[config.mk]
export PLATFORM = sky130hd
export DESIGN_NAME = polyline_axis_interval_splitter_flat
export DESIGN_NICKNAME = d
export VERILOG_FILES = /design/src/rtl/core/pais_pkg.sv /design/src/rtl/core/pais_channels.sv /design/src/rtl/core/pais_front.sv /design/src/rtl/core/pais_queue.sv /design/src/rtl/core/pais_back.sv /design/src/rtl/core/polyline_axis_interval_splitter.sv /design/src/flat_wrapper.sv
export VERILOG_INCLUDE_DIRS = /design/src /design/src/rtl/core
export SDC_FILE = /design/constraint.sdc
export NUM_CORES = 1
export LEC_CHECK = 0
export BUFFER_PORTS_ARGS = -buffer_cell sky130_fd_sc_hd__buf_2
export CAP_MARGIN = 15
export CORE_MARGIN = 2
export CORE_UTILIZATION = 65
export DETAILED_ROUTE_END_ITERATION = 16
export PLACE_DENSITY = 0.85
export RECOVER_POWER = 25
export SETUP_SLACK_MARGIN = 0.2
export SLEW_MARGIN = 20
export SYNTH_ARGS = -nofsm -noshare
export SYNTH_HDL_FRONTEND = slang
export SYNTH_SLANG_ARGS = --single-unit
[constraint.sdc]
create_clock -name clk -period 37.7 [get_ports clk]
set_input_delay 7.54 -clock clk [delete_from_list [all_inputs] [get_ports clk]]
set_output_delay 7.54 -clock clk [all_outputs]
set_load 0.05 [all_outputs]
[src/rtl/core/polyline_axis_interval_splitter_assert.svh]
// ----------------------------------------------------------------------------
// polyline axis interval splitter assertion macros
// concurrent check helpers used by the splitter top module
// ----------------------------------------------------------------------------
`ifndef POLYLINE_AXIS_INTERVAL_SPLITTER_ASSERT_SVH
`define POLYLINE_AXIS_INTERVAL_SPLITTER_ASSERT_SVH

// same-cycle implication, skipped while in reset
`define PAIS_ASSERT_HOLD(label, clk, rst_n, ante, cons) \
    label: assert property (@(posedge clk) disable iff (!rst_n) (ante) |-> (cons)) \
        else $error("pais check failed");

// next-cycle implication, skipped while in reset
`define PAIS_ASSERT_NEXT(label, clk, rst_n, ante, cons) \
    label: assert property (@(posedge clk) disable iff (!rst_n) (ante) |=> (cons)) \
        else $error("pais check failed");

`endif

[src/rtl/core/pais_pkg.sv]
// ----------------------------------------------------------------------------
// pais_pkg
// widths, command codes and queue entry types of the interval splitter
// ----------------------------------------------------------------------------
package pais_pkg;

    localparam int COORD_W             = 32;
    localparam int SECTION_INDEX_BITS  = 16;
    localparam int POLYLINE_INDEX_BITS = 16;
    localparam int INTERVAL_INDEX_BITS = 24;

    localparam int PORT_COORD_W = 32;
    localparam int SECTION_W    = 32;
    localparam int POS_W        = 25;

    localparam logic BEGIN_FLAG = 1'b0;
    localparam logic END_FLAG   = 1'b1;

    // command queue, depth a power of two
    localparam int QUEUE_DEPTH = 2;
    localparam int QUEUE_PTR_W = $clog2(QUEUE_DEPTH);
    localparam int QUEUE_CNT_W = $clog2(QUEUE_DEPTH + 1);

    typedef logic signed [COORD_W-1:0]      coord_t;
    typedef logic [INTERVAL_INDEX_BITS-1:0] interval_idx_t;
    typedef logic [SECTION_INDEX_BITS-1:0]  pair_idx_t;
    typedef logic [POLYLINE_INDEX_BITS-1:0] polyline_idx_t;

    typedef enum logic [1:0] {
        CMD_HORIZ,
        CMD_VERT,
        CMD_DIAG
    } cmd_kind_t;

    // one vertex pair, classified and sorted
    typedef struct packed {
        cmd_kind_t             kind;
        coord_t                x0;
        coord_t                y0;
        coord_t                x1;
        coord_t                y1;
        coord_t                x_lo;
        coord_t                x_hi;
        coord_t                y_lo;
        coord_t                y_hi;
        logic [SECTION_W-1:0]  section_id;
        interval_idx_t         base_count;
        logic                  index_overflow;
    } cmd_t;

endpackage

[src/rtl/core/pais_channels.sv]
// ----------------------------------------------------------------------------
// pais channel interfaces
// valid/ready channels for vertices in and intervals out
// ----------------------------------------------------------------------------
interface pais_point_if;
    logic                                            valid;
    logic                                            ready;
    logic signed [pais_pkg::PORT_COORD_W-1:0]        point_x;
    logic signed [pais_pkg::PORT_COORD_W-1:0]        point_y;
    logic                                            last_point;

    modport source (output valid, point_x, point_y, last_point, input ready);
    modport sink   (input valid, point_x, point_y, last_point, output ready);
endinterface

interface pais_interval_if;
    logic                                            valid;
    logic                                            ready;
    logic [pais_pkg::SECTION_W-1:0]                  section_id;
    logic [pais_pkg::POS_W-1:0]                      begin_pos_id;
    logic [pais_pkg::POS_W-1:0]                      end_pos_id;
    logic signed [pais_pkg::PORT_COORD_W-1:0]        begin_x;
    logic signed [pais_pkg::PORT_COORD_W-1:0]        begin_y;
    logic signed [pais_pkg::PORT_COORD_W-1:0]        end_x;
    logic signed [pais_pkg::PORT_COORD_W-1:0]        end_y;
    logic                                            index_overflow;
    logic                                            last_of_run;

    modport source (output valid, section_id, begin_pos_id, end_pos_id, begin_x, begin_y,
                    end_x, end_y, index_overflow, last_of_run, input ready);
    modport sink   (input valid, section_id, begin_pos_id, end_pos_id, begin_x, begin_y,
                    end_x, end_y, index_overflow, last_of_run, output ready);
endinterface

[src/rtl/core/pais_front.sv]
// ----------------------------------------------------------------------------
// pais_front
// takes vertices, tracks polyline state, pushes one command per non-repeat pair
// ----------------------------------------------------------------------------
module pais_front (
    input  logic               clk,
    input  logic               rst_n,
    pais_point_if.sink         vertex,
    input  logic               queue_full,
    output logic               push,
    output pais_pkg::cmd_t     push_cmd
);

    pais_pkg::coord_t        prev_x_reg, prev_x_next;
    pais_pkg::coord_t        prev_y_reg, prev_y_next;
    logic                    have_prev_reg, have_prev_next;
    pais_pkg::polyline_idx_t poly_reg, poly_next;
    pais_pkg::pair_idx_t     pair_reg, pair_next;
    pais_pkg::interval_idx_t count_reg, count_next;

    pais_pkg::coord_t                       x, y;
    logic                                   accept, diff_x, diff_y, emit;
    logic [pais_pkg::INTERVAL_INDEX_BITS:0] count_sum;
    logic [2:0]                             n_out;
    logic                                   pair_wrap, poly_wrap;

    assign vertex.ready = !queue_full;
    assign accept       = vertex.valid && vertex.ready;

    assign x = pais_pkg::coord_t'(vertex.point_x[pais_pkg::COORD_W-1:0]);
    assign y = pais_pkg::coord_t'(vertex.point_y[pais_pkg::COORD_W-1:0]);

    assign diff_x = (x != prev_x_reg);
    assign diff_y = (y != prev_y_reg);
    assign emit   = have_prev_reg && (diff_x || diff_y);

    always_comb
    begin
        if (!emit)
            n_out = 3'd0;
        else if (diff_x && diff_y)
            n_out = 3'd4;
        else
            n_out = 3'd1;
    end

    // counter wrap anywhere in this pair's run
    assign count_sum = {1'b0, count_reg} + (pais_pkg::INTERVAL_INDEX_BITS + 1)'(n_out);
    assign pair_wrap = have_prev_reg && (pair_reg == '1);
    assign poly_wrap = vertex.last_point && (poly_reg == '1);

    assign push = accept && emit;

    always_comb
    begin
        push_cmd.kind = pais_pkg::CMD_DIAG;
        if (!diff_y)
            push_cmd.kind = pais_pkg::CMD_HORIZ;
        else if (!diff_x)
            push_cmd.kind = pais_pkg::CMD_VERT;
        push_cmd.x0   = prev_x_reg;
        push_cmd.y0   = prev_y_reg;
        push_cmd.x1   = x;
        push_cmd.y1   = y;
        push_cmd.x_lo = (x < prev_x_reg) ? x : prev_x_reg;
        push_cmd.x_hi = (x < prev_x_reg) ? prev_x_reg : x;
        push_cmd.y_lo = (y < prev_y_reg) ? y : prev_y_reg;
        push_cmd.y_hi = (y < prev_y_reg) ? prev_y_reg : y;
        push_cmd.section_id = (pais_pkg::SECTION_W'(poly_reg) << pais_pkg::SECTION_INDEX_BITS)
                            | pais_pkg::SECTION_W'(pair_reg);
        push_cmd.base_count = count_reg;
        push_cmd.index_overflow =
            count_sum[pais_pkg::INTERVAL_INDEX_BITS] || pair_wrap || poly_wrap;
    end

    always_comb
    begin
        prev_x_next    = prev_x_reg;
        prev_y_next    = prev_y_reg;
        have_prev_next = have_prev_reg;
        poly_next      = poly_reg;
        pair_next      = pair_reg;
        count_next     = count_reg;
        if (accept)
        begin
            prev_x_next    = x;
            prev_y_next    = y;
            have_prev_next = !vertex.last_point;
            count_next     = count_sum[pais_pkg::INTERVAL_INDEX_BITS-1:0];
            if (have_prev_reg)
                pair_next = pair_reg + 1'b1;
            if (vertex.last_point)
            begin
                pair_next = '0;
                poly_next = poly_reg + 1'b1;
            end
        end
    end

    always_ff @(posedge clk)
    begin
        prev_x_reg <= prev_x_next;
        prev_y_reg <= prev_y_next;
    end

    always_ff @(posedge clk or negedge rst_n)
    begin
        if (!rst_n)
        begin
            have_prev_reg <= 1'b0;
            poly_reg      <= '0;
            pair_reg      <= '0;
            count_reg     <= '0;
        end
        else
        begin
            have_prev_reg <= have_prev_next;
            poly_reg      <= poly_next;
            pair_reg      <= pair_next;
            count_reg     <= count_next;
        end
    end

endmodule

[src/rtl/core/pais_queue.sv]
// ----------------------------------------------------------------------------
// pais_queue
// short command fifo between the front and back parts
// ----------------------------------------------------------------------------
module pais_queue (
    input  logic               clk,
    input  logic               rst_n,
    input  logic               push,
    input  pais_pkg::cmd_t     push_cmd,
    output logic               full,
    input  logic               pop,
    output logic               head_valid,
    output pais_pkg::cmd_t     head_cmd
);

    pais_pkg::cmd_t                     mem_reg [pais_pkg::QUEUE_DEPTH];
    logic [pais_pkg::QUEUE_PTR_W-1:0]   wr_ptr_reg, wr_ptr_next;
    logic [pais_pkg::QUEUE_PTR_W-1:0]   rd_ptr_reg, rd_ptr_next;
    logic [pais_pkg::QUEUE_CNT_W-1:0]   count_reg, count_next;

    assign full       = (count_reg == pais_pkg::QUEUE_CNT_W'(pais_pkg::QUEUE_DEPTH));
    assign head_valid = (count_reg != '0);
    assign head_cmd   = mem_reg[rd_ptr_reg];

    always_comb
    begin
        wr_ptr_next = push ? wr_ptr_reg + 1'b1 : wr_ptr_reg;
        rd_ptr_next = pop ? rd_ptr_reg + 1'b1 : rd_ptr_reg;
        count_next  = count_reg;
        if (push && !pop)
            count_next = count_reg + 1'b1;
        else if (pop && !push)
            count_next = count_reg - 1'b1;
    end

    always_ff @(posedge clk)
    begin
        if (push)
            mem_reg[wr_ptr_reg] <= push_cmd;
    end

    always_ff @(posedge clk or negedge rst_n)
    begin
        if (!rst_n)
        begin
            wr_ptr_reg <= '0;
            rd_ptr_reg <= '0;
            count_reg  <= '0;
        end
        else
        begin
            wr_ptr_reg <= wr_ptr_next;
            rd_ptr_reg <= rd_ptr_next;
            count_reg  <= count_next;
        end
    end

endmodule

[src/rtl/core/pais_back.sv]
// ----------------------------------------------------------------------------
// pais_back
// expands the head command into intervals through the output register
// ----------------------------------------------------------------------------
module pais_back (
    input  logic               clk,
    input  logic               rst_n,
    input  logic               head_valid,
    input  pais_pkg::cmd_t     head_cmd,
    output logic               pop,
    pais_interval_if.source    interval
);

    logic [1:0]              step_reg, step_next;
    logic                    valid_reg, valid_next;

    logic [pais_pkg::SECTION_W-1:0] section_reg;
    pais_pkg::interval_idx_t        pos_reg, pos_next;
    pais_pkg::coord_t               bx_reg, by_reg, ex_reg, ey_reg;
    pais_pkg::coord_t               bx_next, by_next, ex_next, ey_next;
    logic                           ovf_reg, last_reg, last_next;

    logic load;

    assign load = head_valid && (!valid_reg || interval.ready);
    assign pop  = load && last_next;

    always_comb
    begin
        last_next = 1'b1;
        bx_next   = head_cmd.x_lo;
        by_next   = head_cmd.y0;
        ex_next   = head_cmd.x_hi;
        ey_next   = head_cmd.y0;
        case (head_cmd.kind)
            pais_pkg::CMD_HORIZ:
            begin
                bx_next = head_cmd.x_lo;
            end
            pais_pkg::CMD_VERT:
            begin
                bx_next = head_cmd.x0;
                by_next = head_cmd.y_lo;
                ex_next = head_cmd.x0;
                ey_next = head_cmd.y_hi;
            end
            pais_pkg::CMD_DIAG:
            begin
                last_next = (step_reg == 2'd3);
                case (step_reg)
                    2'd0:
                    begin
                        by_next = head_cmd.y0;
                    end
                    2'd1:
                    begin
                        by_next = head_cmd.y1;
                        ey_next = head_cmd.y1;
                    end
                    2'd2:
                    begin
                        bx_next = head_cmd.x0;
                        by_next = head_cmd.y_lo;
                        ex_next = head_cmd.x0;
                        ey_next = head_cmd.y_hi;
                    end
                    default:
                    begin
                        bx_next = head_cmd.x1;
                        by_next = head_cmd.y_lo;
                        ex_next = head_cmd.x1;
                        ey_next = head_cmd.y_hi;
                    end
                endcase
            end
            default:
            begin
                last_next = 1'b1;
            end
        endcase
    end

    assign pos_next  = head_cmd.base_count + pais_pkg::INTERVAL_INDEX_BITS'(step_reg);

    always_comb
    begin
        step_next  = step_reg;
        valid_next = valid_reg;
        if (load)
        begin
            valid_next = 1'b1;
            step_next  = last_next ? 2'd0 : step_reg + 2'd1;
        end
        else if (interval.ready)
        begin
            valid_next = 1'b0;
        end
    end

    always_ff @(posedge clk)
    begin
        if (load)
        begin
            section_reg <= head_cmd.section_id;
            pos_reg     <= pos_next;
            bx_reg      <= bx_next;
            by_reg      <= by_next;
            ex_reg      <= ex_next;
            ey_reg      <= ey_next;
            ovf_reg     <= head_cmd.index_overflow;
            last_reg    <= last_next;
        end
    end

    always_ff @(posedge clk or negedge rst_n)
    begin
        if (!rst_n)
        begin
            step_reg  <= 2'd0;
            valid_reg <= 1'b0;
        end
        else
        begin
            step_reg  <= step_next;
            valid_reg <= valid_next;
        end
    end

    assign interval.valid          = valid_reg;
    assign interval.section_id     = section_reg;
    assign interval.begin_pos_id   = pais_pkg::POS_W'({pos_reg, pais_pkg::BEGIN_FLAG});
    assign interval.end_pos_id     = pais_pkg::POS_W'({pos_reg, pais_pkg::END_FLAG});
    assign interval.begin_x        = pais_pkg::PORT_COORD_W'(bx_reg);
    assign interval.begin_y        = pais_pkg::PORT_COORD_W'(by_reg);
    assign interval.end_x          = pais_pkg::PORT_COORD_W'(ex_reg);
    assign interval.end_y          = pais_pkg::PORT_COORD_W'(ey_reg);
    assign interval.index_overflow = ovf_reg;
    assign interval.last_of_run    = last_reg;

endmodule

[src/rtl/core/polyline_axis_interval_splitter.sv]
// ----------------------------------------------------------------------------
// polyline_axis_interval_splitter
// splits polyline segments into sorted axis-aligned intervals
// ----------------------------------------------------------------------------
//
//  channel    dir  transaction
//  ---------  ---  ---------------------------------------------------------
//  vertex     in   point_x, point_y, last_point: one polyline vertex
//  interval   out  section_id, pos ids, sorted ends, overflow, last_of_run
//
//  a vertex is taken every cycle while the two-entry command queue has room
//  a diagonal pair gives four intervals, an axis pair one, a first or repeated
//  vertex none; the single output register sets one interval a cycle while the
//  receiver is ready; a pair's first interval passes the queue, then that register
//  reset clears counters, queue and output valid; stored coordinates are not reset
//  a stalled interval channel fills the queue, then drops vertex.ready
//
`include "polyline_axis_interval_splitter_assert.svh"

module polyline_axis_interval_splitter (
    input  logic              clk,
    input  logic              rst_n,
    pais_point_if.sink        vertex,
    pais_interval_if.source   interval
);

    // front to queue
    logic               push;
    pais_pkg::cmd_t     push_cmd;
    logic               queue_full;

    // queue to back
    logic               pop;
    logic               head_valid;
    pais_pkg::cmd_t     head_cmd;

    // classification and index bookkeeping
    pais_front u_front (
        .clk        (clk),
        .rst_n      (rst_n),
        .vertex     (vertex),
        .queue_full (queue_full),
        .push       (push),
        .push_cmd   (push_cmd)
    );

    // decouples vertex intake from interval output
    pais_queue u_queue (
        .clk        (clk),
        .rst_n      (rst_n),
        .push       (push),
        .push_cmd   (push_cmd),
        .full       (queue_full),
        .pop        (pop),
        .head_valid (head_valid),
        .head_cmd   (head_cmd)
    );

    // one to four intervals per command
    pais_back u_back (
        .clk        (clk),
        .rst_n      (rst_n),
        .head_valid (head_valid),
        .head_cmd   (head_cmd),
        .pop        (pop),
        .interval   (interval)
    );

    // ends always sorted along both axes
    `PAIS_ASSERT_HOLD(a_sorted_ends, clk, rst_n, interval.valid,
        (interval.begin_x <= interval.end_x) && (interval.begin_y <= interval.end_y))

    // a run never breaks up: the next interval follows at once
    `PAIS_ASSERT_NEXT(a_run_contiguous, clk, rst_n,
        interval.valid && interval.ready && !interval.last_of_run, interval.valid)

    // section and overflow flag shared by all intervals of a run
    `PAIS_ASSERT_NEXT(a_run_shared, clk, rst_n,
        interval.valid && interval.ready && !interval.last_of_run,
        (interval.section_id == $past(interval.section_id))
            && (interval.index_overflow == $past(interval.index_overflow)))

endmodule

[src/flat_wrapper.sv]
// flat-port wrapper written by rule: the top's interface ports become plain ports
module polyline_axis_interval_splitter_flat 
  (clk, rst_n, vertex_valid, vertex_point_x, vertex_point_y, vertex_last_point, vertex_ready, interval_valid, interval_section_id, interval_begin_pos_id, interval_end_pos_id, interval_begin_x, interval_begin_y, interval_end_x, interval_end_y, interval_index_overflow, interval_last_of_run, interval_ready);
  pais_point_if vertex_i ();
  pais_interval_if interval_i ();
  input  logic clk;
  input  logic rst_n;
  input wire logic [$bits(vertex_i.valid)-1:0] vertex_valid;
  input wire logic [$bits(vertex_i.point_x)-1:0] vertex_point_x;
  input wire logic [$bits(vertex_i.point_y)-1:0] vertex_point_y;
  input wire logic [$bits(vertex_i.last_point)-1:0] vertex_last_point;
  output wire logic [$bits(vertex_i.ready)-1:0] vertex_ready;
  output wire logic [$bits(interval_i.valid)-1:0] interval_valid;
  output wire logic [$bits(interval_i.section_id)-1:0] interval_section_id;
  output wire logic [$bits(interval_i.begin_pos_id)-1:0] interval_begin_pos_id;
  output wire logic [$bits(interval_i.end_pos_id)-1:0] interval_end_pos_id;
  output wire logic [$bits(interval_i.begin_x)-1:0] interval_begin_x;
  output wire logic [$bits(interval_i.begin_y)-1:0] interval_begin_y;
  output wire logic [$bits(interval_i.end_x)-1:0] interval_end_x;
  output wire logic [$bits(interval_i.end_y)-1:0] interval_end_y;
  output wire logic [$bits(interval_i.index_overflow)-1:0] interval_index_overflow;
  output wire logic [$bits(interval_i.last_of_run)-1:0] interval_last_of_run;
  input wire logic [$bits(interval_i.ready)-1:0] interval_ready;
  assign vertex_i.valid = vertex_valid;
  assign vertex_i.point_x = vertex_point_x;
  assign vertex_i.point_y = vertex_point_y;
  assign vertex_i.last_point = vertex_last_point;
  assign vertex_ready = vertex_i.ready;
  assign interval_valid = interval_i.valid;
  assign interval_section_id = interval_i.section_id;
  assign interval_begin_pos_id = interval_i.begin_pos_id;
  assign interval_end_pos_id = interval_i.end_pos_id;
  assign interval_begin_x = interval_i.begin_x;
  assign interval_begin_y = interval_i.begin_y;
  assign interval_end_x = interval_i.end_x;
  assign interval_end_y = interval_i.end_y;
  assign interval_index_overflow = interval_i.index_overflow;
  assign interval_last_of_run = interval_i.last_of_run;
  assign interval_i.ready = interval_ready;
  polyline_axis_interval_splitter u_core (.clk(clk), .rst_n(rst_n), .vertex(vertex_i), .interval(interval_i));
endmodule
# --- After elaboration in Yosys (flattened, before gate mapping) ---
# Memory sizes are Yosys's and may differ from the RTL's.
# Index checks and enable logic that the tools add are counted.
classes:
  add_sub_neg: 9
  n_lt_le_gt_ge: 2
  n_eq_ne: 10
  muxes: 26
  n_bitwise: 1
  reduce_logical: 27
op_table:
  columns: ["operator", "n"]
  rows:
  - ["one-hot mux 32 bit (2 select lines)", 8]
  - ["2-to-1 mux 32 bit", 4]
  - ["< comparator 32 bit", 2]
  - ["inequality test 32 bit", 2]
  - ["adder 16 x 1 -> 16 bit (second input constant)", 2]
  - ["equality test 16 bit (second input constant)", 2]
  - ["2-to-1 mux 16 bit", 2]
  - ["OR 32 x 16 -> 32 bit", 1]
  - ["adder 24 x 3 -> 25 bit", 1]
  - ["adder 24 x 2 -> 24 bit", 1]
  - ["logical AND 1 bit", 10]
  - ["2-to-1 mux 2 bit", 5]
  - ["equality test 2 bit (second input constant)", 4]
  - ["nonzero test 2 bit", 4]
  - ["2-to-1 mux 3 bit", 2]
  - ["logical NOT 1 bit", 5]
  - ["2-to-1 mux 1 bit", 5]
  - ["adder 2 x 1 -> 2 bit (second input constant)", 2]
  - ["equality test 2 x 1 -> 1 bit (second input constant)", 2]
  - ["logical OR 1 bit", 4]
  - ["AND reduction 2 bit", 2]
  - ["adder 1 bit (second input constant)", 2]
  - ["logical NOT 2 bit", 1]
  - ["OR reduction 2 bit", 1]
  - ["subtractor 2 x 1 -> 2 bit (second input constant)", 1]
word_totals:
  register_bits: 314
  ram_bits: 630
  output_inout_bits: 214
  elab_cells: 95
  memories: 1
memory_table:
  columns: ["name", "depth", "width", "rd", "rd_ports_with_merged_regs", "wr", "line_no", "text"]
  rows:
  - ["u_core.u_queue.mem_reg", 2, 315, 1, 0, 1, "pais_queue.sv:16", "pais_pkg::cmd_t mem_reg [pais_pkg::QUEUE_DEPTH];"]

# --- Longest topological paths before layout ---
logic_depth:
  word_depth: 8
  ltp_mapped: 16
  depth_no_buf: 15

# --- By module ---
# Synthesis repeated with hierarchy kept, for this count alone.
hier_totals:
  hier_cells: 2670
  area_unflattened_um2: 41837.6
by_module_without_submodules:
  columns: ["module", "instances", "cells_per_inst", "area_each_um2", "seq_area_each_um2"]
  rows:
  - ["pais_queue", 1, 996, 23905.4, 19018.2]
  - ["pais_back", 1, 917, 9664.3, 5660.4]
  - ["pais_front", 1, 757, 8267.9, 3348.2]

# --- Least setup slack after synthesis ---
# No wires, ideal clock.
synth_path:
  path_kind: "in2reg"
  startpoint: "input vertex_valid"
  endpoint: "memory u_core.u_queue.mem_reg[0][0] in the netlist's numbering (enable)"
  setup_ns: 1.036
  arrival_ns: 23.533
  slack_ns: 13.132
  path_stages: 6
  path_buffers: 1
  cell_sequence: "nand2_1 -> clkbuf_1 -> inv_1 -> nand2_1 -> a21oi_1 -> nor2b_1"
synth_between:
  elab_chain_len: 4
synth_rtl:
  columns: ["element", "line_no", "text"]
  rows:
  - ["from (decl)", "flat_wrapper.sv:8", "input wire logic [$bits(vertex_i.valid)-1:0] vertex_valid;"]
  - ["logical AND 1 bit", "pais_front.sv:28", "assign accept = vertex.valid && vertex.ready;"]
  - ["net u_core.u_front.accept", "pais_front.sv:22", "logic accept, diff_x, diff_y, emit;"]
  - ["logical AND 1 bit", "pais_front.sv:52", "assign push = accept && emit;"]
  - ["net u_core.push", "polyline_axis_interval_splitter.sv:28", "logic push;"]
  - ["2-to-1 mux 1 bit", "pais_queue.sv:38", "if (push)"]
  - ["2-to-1 mux 1 bit (not written as such)", "pais_queue.sv:39", "mem_reg[wr_ptr_reg] <= push_cmd;"]
  - ["to (decl)", "pais_queue.sv:16", null]
# The timed path passes the listed nets, and every way through them passes these cells.

# --- Worst setup path in the final report ---
layout_path:
  startpoint: "register u_core.u_queue.rd_ptr_reg"
  endpoint: "register u_core.u_back.bx_reg[11], in the netlist u_core.u_back.interval.begin_x[11] (data pin)"
layout_between:
  elab_chain_len: 3
  elab_cells_between_ends: 5
layout_rtl:
  columns: ["element", "line_no", "text"]
  rows:
  - ["from (decl)", "pais_queue.sv:18", "logic [pais_pkg::QUEUE_PTR_W-1:0] rd_ptr_reg, rd_ptr_next;"]
  - ["from (signal assigned)", "pais_queue.sv:53", "rd_ptr_reg <= rd_ptr_next;"]
  - ["memory read (2 x 315 bit) *", null, null]
  - ["one-hot mux 32 bit (2 select lines) (tied with other cells)", "pais_back.sv:50", "case (step_reg)"]
  - ["one-hot mux 32 bit (2 select lines) *", "pais_back.sv:35", "case (head_cmd.kind)"]
  - ["net u_core.u_back.bx_next[11]", "pais_back.sv:20", "pais_pkg::coord_t bx_next, by_next, ex_next, ey_next;"]
  - ["to (signal assigned)", "pais_back.sv:106", "bx_reg <= bx_next;"]
  - ["to (decl)", "pais_back.sv:19", "pais_pkg::coord_t bx_reg, by_reg, ex_reg, ey_reg;"]
# The timed path passes the listed nets; every way through them passes the cells marked *.
# A chain may end at the register's enable or synchronous reset.

==> flow_summary.yaml <==
floorplanning:
  num_io_pins: 283
  floorplan.core_area_um2: 61600
  die_height_um: 254
  floorplan.initialDensity_pct: 65.7
  core.rowCount: 91
  fp.dieArea_um2: 64300
  die_w_um: 254
clock_tree:
  cts.sink_count: 944
  clk_transition_reported_paths_ns: 0.06
  cts_made_buffers: 92
  clkLatencyLatePin_ns: 0.65
  number_of_h_tree_branching_levels: 3
  cts.path.max_buffers: 3
  holdBufCountCts: 0
  cts_tree: "yes"
  post_cts.repair.setup_buffers: 0
  ctsRootBufferMaster: "sky130_fd_sc_hd__clkbuf_16"
  cts_repair_resize_count: 0
timing:
  setup_viol: 0
  max_slew_margin_pct: -508
  max_slew.worst_pin.slew_ns: 9.11
  grt_setup_unrepaired: "no"
  worst_setup_skew_after_layout_ns: 0.0292
  worst_slack_ns: 21.18
  max_freq_ghz: 0.0605
  setup_tns_ns: 0
  final_max_slew_viol_count: 481
  fin_crit_ns: 16.52
  final.period_utilization_pct: 43.8
  final_hold_slack_ns: 0.513
  final_hold_viol_count: 0
min_path:
  timing.hold.worst.class: "flop to flop"
  min_delay_path_depth: 1
pwr:
  vdd_ir_drop_max_mv: 0.111
  share_clk_of_total_power_pct: 21.7
  total_power_mw: 4.29
  p_per_area_nw_per_um2: 94.5
  static-leakage-power_nw: 16.5
  p_switching_mw: 1.67
  internal-power_mw: 2.62
  pwr-share-seq_pct: 39.0
  sw_frac_of_total_pct: 38.9
  power.combinational.fraction_pct: 39.3
yosys:
  number_of_warnings_issued_by_yosys: 0
  register_area_share_after_synthesis_pct: 69.3
  adder_cell_area_share_of_the_yosys_netlist_pct: 2.46
  synthSimpleGateAreaFrac_pct: 7.37
  netlist_area_um2: 40500
  yosys-mux-area-fraction_pct: 10.1
  synth-edff-count: 880
  synth_cells: 2744
  syn_area_per_cell_um2: 14.7
  synth-xor-area-share_pct: 1.62
  share_of_the_synthesized_area_in_compound_gates_ao_oa_aoi_oai_pct: 6.47
  synth_seq_cells: 944
  post_synth_num_cell_types: 52
  dominant_register_cell_in_the_synthesized_netlist: "sky130_fd_sc_hd__edfxtp_1"
  postSynth.asyncResetShare_pct: 6.78
  mappedNetlistNets: 2892
  combinational_family_with_the_most_area_after_synthesis: "multiplexers"
worst_setup_path:
  crit_buf_inv: 2
  setup.worst_path.start_class: "flop"
  timing.critical_path.required_ns: 37.80
  reg2reg_depth: 5
  worst-endpoint-arrival_ns: 16.62
  critPathTopFamily: "buffers and inverters"
  critPathKind: "flop to flop"
  crit_path_cell_trace: "clkbuf_1 -> mux2i_1 -> ha_1 -> clkbuf_1 -> a22oi_1"
  timing.critical_path.mode_cell: "sky130_fd_sc_hd__clkbuf_1"
  crit_path_top_delay_cell: "sky130_fd_sc_hd__clkbuf_1"
  slowest_delay_ns: 6.31
  type_of_element_capturing_the_critical_path: "flop"
  worstSetupPathDepth: 5
  crit_fanout: 136
place:
  preCtsSetupSlack_ns: 25.88
  place.detailed.hpwl_um: 52000
  gpl.final_weighted_congestion: 0.838
  io_buffer_count: 280
route:
  drc: 0
  first_pass_iters: 8
  drtAntennaViolNets: 0
  drt-total-wl_um: 90000
  drt_initial_violations: 2311
  post_drt_via_cell_ratio: 6.29
  routed_wire_length_per_instance_um: 23.1
  vias: 24541
global_route:
  first_global_vias: 24902
  number_of_antenna_violations_at_the_first_check_in_global_routing: 9
  grt_usage_pct: 27.7
  grt_overflow_total: 0
  grt_max_degree: 217
  grt_first_pass_wirelength_um: 136000
final_layout:
  design.final.nets: 3133
  fill_cells: 3645
  area.growth.synth_to_final_pct: 12.2
  largest_register_ff_count: 630
  final_layout_size_suffix_gt1_share_pct: 22.3
outcome:
  violations: "max-capacitance violations, max-slew violations"
  run_status: "finished, violations left"
job:
  max_cap_violations: 6
-- power groups by stage --
stage                     logic, mW  clock network (mW)  registers, mW
after floorplan               0.857                   0           2.11
after global placement         1.55                   0           1.67
after detailed placement       1.61                   0           1.69
after CTS                      1.62               0.942           1.67
after global routing           1.79               0.981           1.70
final                          1.69               0.932           1.67
-- synth_stat cells (28+ instances only) --
cell type | n | share of area, %
sky130_fd_sc_hd__xnor2_1 | 45 | 0.97
sky130_fd_sc_hd__nand2_1 | 189 | 1.8
sky130_fd_sc_hd__dfrtp_1 | 64 | 4.0
sky130_fd_sc_hd__mux2_2 | 253 | 7.0
sky130_fd_sc_hd__nor2_1 | 37 | 0.34
sky130_fd_sc_hd__clkbuf_1 | 75 | 0.70
sky130_fd_sc_hd__a21oi_1 | 132 | 1.6
sky130_fd_sc_hd__edfxtp_1 | 880 | 65
sky130_fd_sc_hd__a211oi_1 | 67 | 1.2
sky130_fd_sc_hd__o21ai_0 | 148 | 1.8
sky130_fd_sc_hd__a22oi_1 | 65 | 1.2
sky130_fd_sc_hd__nor2b_1 | 71 | 1.1
sky130_fd_sc_hd__and3_1 | 41 | 0.63
sky130_fd_sc_hd__inv_1 | 84 | 0.78
sky130_fd_sc_hd__nand3_1 | 128 | 1.6
sky130_fd_sc_hd__ha_1 | 78 | 2.4
sky130_fd_sc_hd__mux2i_1 | 113 | 2.8
sky130_fd_sc_hd__xor2_1 | 30 | 0.65
sky130_fd_sc_hd__or2_2 | 35 | 0.54
sky130_fd_sc_hd__nand4_1 | 28 | 0.43
-- layer usage --
layer | part of all wire, % | GRT usage, %
met2 | 50 | 46.7
met1 | 38 | 35.6
met4 | 3.5 | 12.7
met3 | 8.0 | 4.37
met5 | 0.066 | 0
-- worst paths after layout --
| check | from | to | slack [ns] |
|---|---|---|---|
| max | u_core.u_queue.rd_ptr_reg$_DFFE_PN0P_ | u_core.u_back.interval.begin_x[11]$_DFFE_PP_ | 21.18 |
| min | u_core.u_queue.count_reg[1]$_DFFE_PN0P_ | u_core.u_queue.count_reg[1]$_DFFE_PN0P_ | 0.51 |
| max reg2reg | u_core.u_queue.rd_ptr_reg$_DFFE_PN0P_ | u_core.u_back.interval.begin_x[11]$_DFFE_PP_ | 21.18 |
| min reg2reg | u_core.u_queue.count_reg[1]$_DFFE_PN0P_ | u_core.u_queue.count_reg[1]$_DFFE_PN0P_ | 0.51 |
| max in group asynchronous | rst_n | u_core.u_front.poly_reg[9]$_DFFE_PN0P_ | 30.04 |
| min in group asynchronous | rst_n | u_core.u_front.pair_reg[5]$_DFFE_PN0P_ | 7.08 |
-- logic make-up after synthesis --
family / after synthesis
AOI/OAI and AO/OA: 440
xor gates and xnor gates: 75
and+or+nand+nor: 586
DFF: 944
other: 2
buffers and inverters: 241
muxes: 377
adders and majority gates: 79
-- area by class of cell --
class / instances / area [µm²] / share of cell area (%)
multi-input cells: 1559 / 11400 / 25.1
clock buffers: 106 / 2380 / 5.23
flip-flops and latches: 944 / 28000 / 61.7
well taps: 837 / 1050 / 2.31
repair buffers: 304 / 1550 / 3.42
inverters: 84 / 317 / 0.697
diodes: 7 / 17.5 / 0.0386
clock inverters: 59 / 664 / 1.46
-- layout by cell type, fill, tap and decap left out, types with 64 or more instances in the layout --
cell type,instances
sky130_fd_sc_hd__a211oi_1,67
sky130_fd_sc_hd__dfrtp_1,64
sky130_fd_sc_hd__buf_2,240
sky130_fd_sc_hd__nand3_1,128
sky130_fd_sc_hd__mux2i_1,113
sky130_fd_sc_hd__mux2_2,243
sky130_fd_sc_hd__nor2b_1,70
sky130_fd_sc_hd__ha_1,75
sky130_fd_sc_hd__o21ai_0,148
sky130_fd_sc_hd__nand2_1,189
sky130_fd_sc_hd__a22oi_1,65
sky130_fd_sc_hd__clkbuf_16,93
sky130_fd_sc_hd__a21oi_1,131
sky130_fd_sc_hd__inv_1,83
sky130_fd_sc_hd__edfxtp_1,880
-- stage by stage --
| stage | util, % | area, µm² | std cells |
|---|---|---|---|
| final | 73.7 | 45400 | 3900 |
| after global routing | 73.7 | 45400 | 3896 |
| after CTS | 73.8 | 45500 | 3893 |
| after detailed placement | 68.9 | 42400 | 3728 |
| after global placement | 68.9 | 42400 | 3728 |
| after floorplan | - | 40500 | 2744 |
No activity file was read; power rests on OpenSTA's default activity.
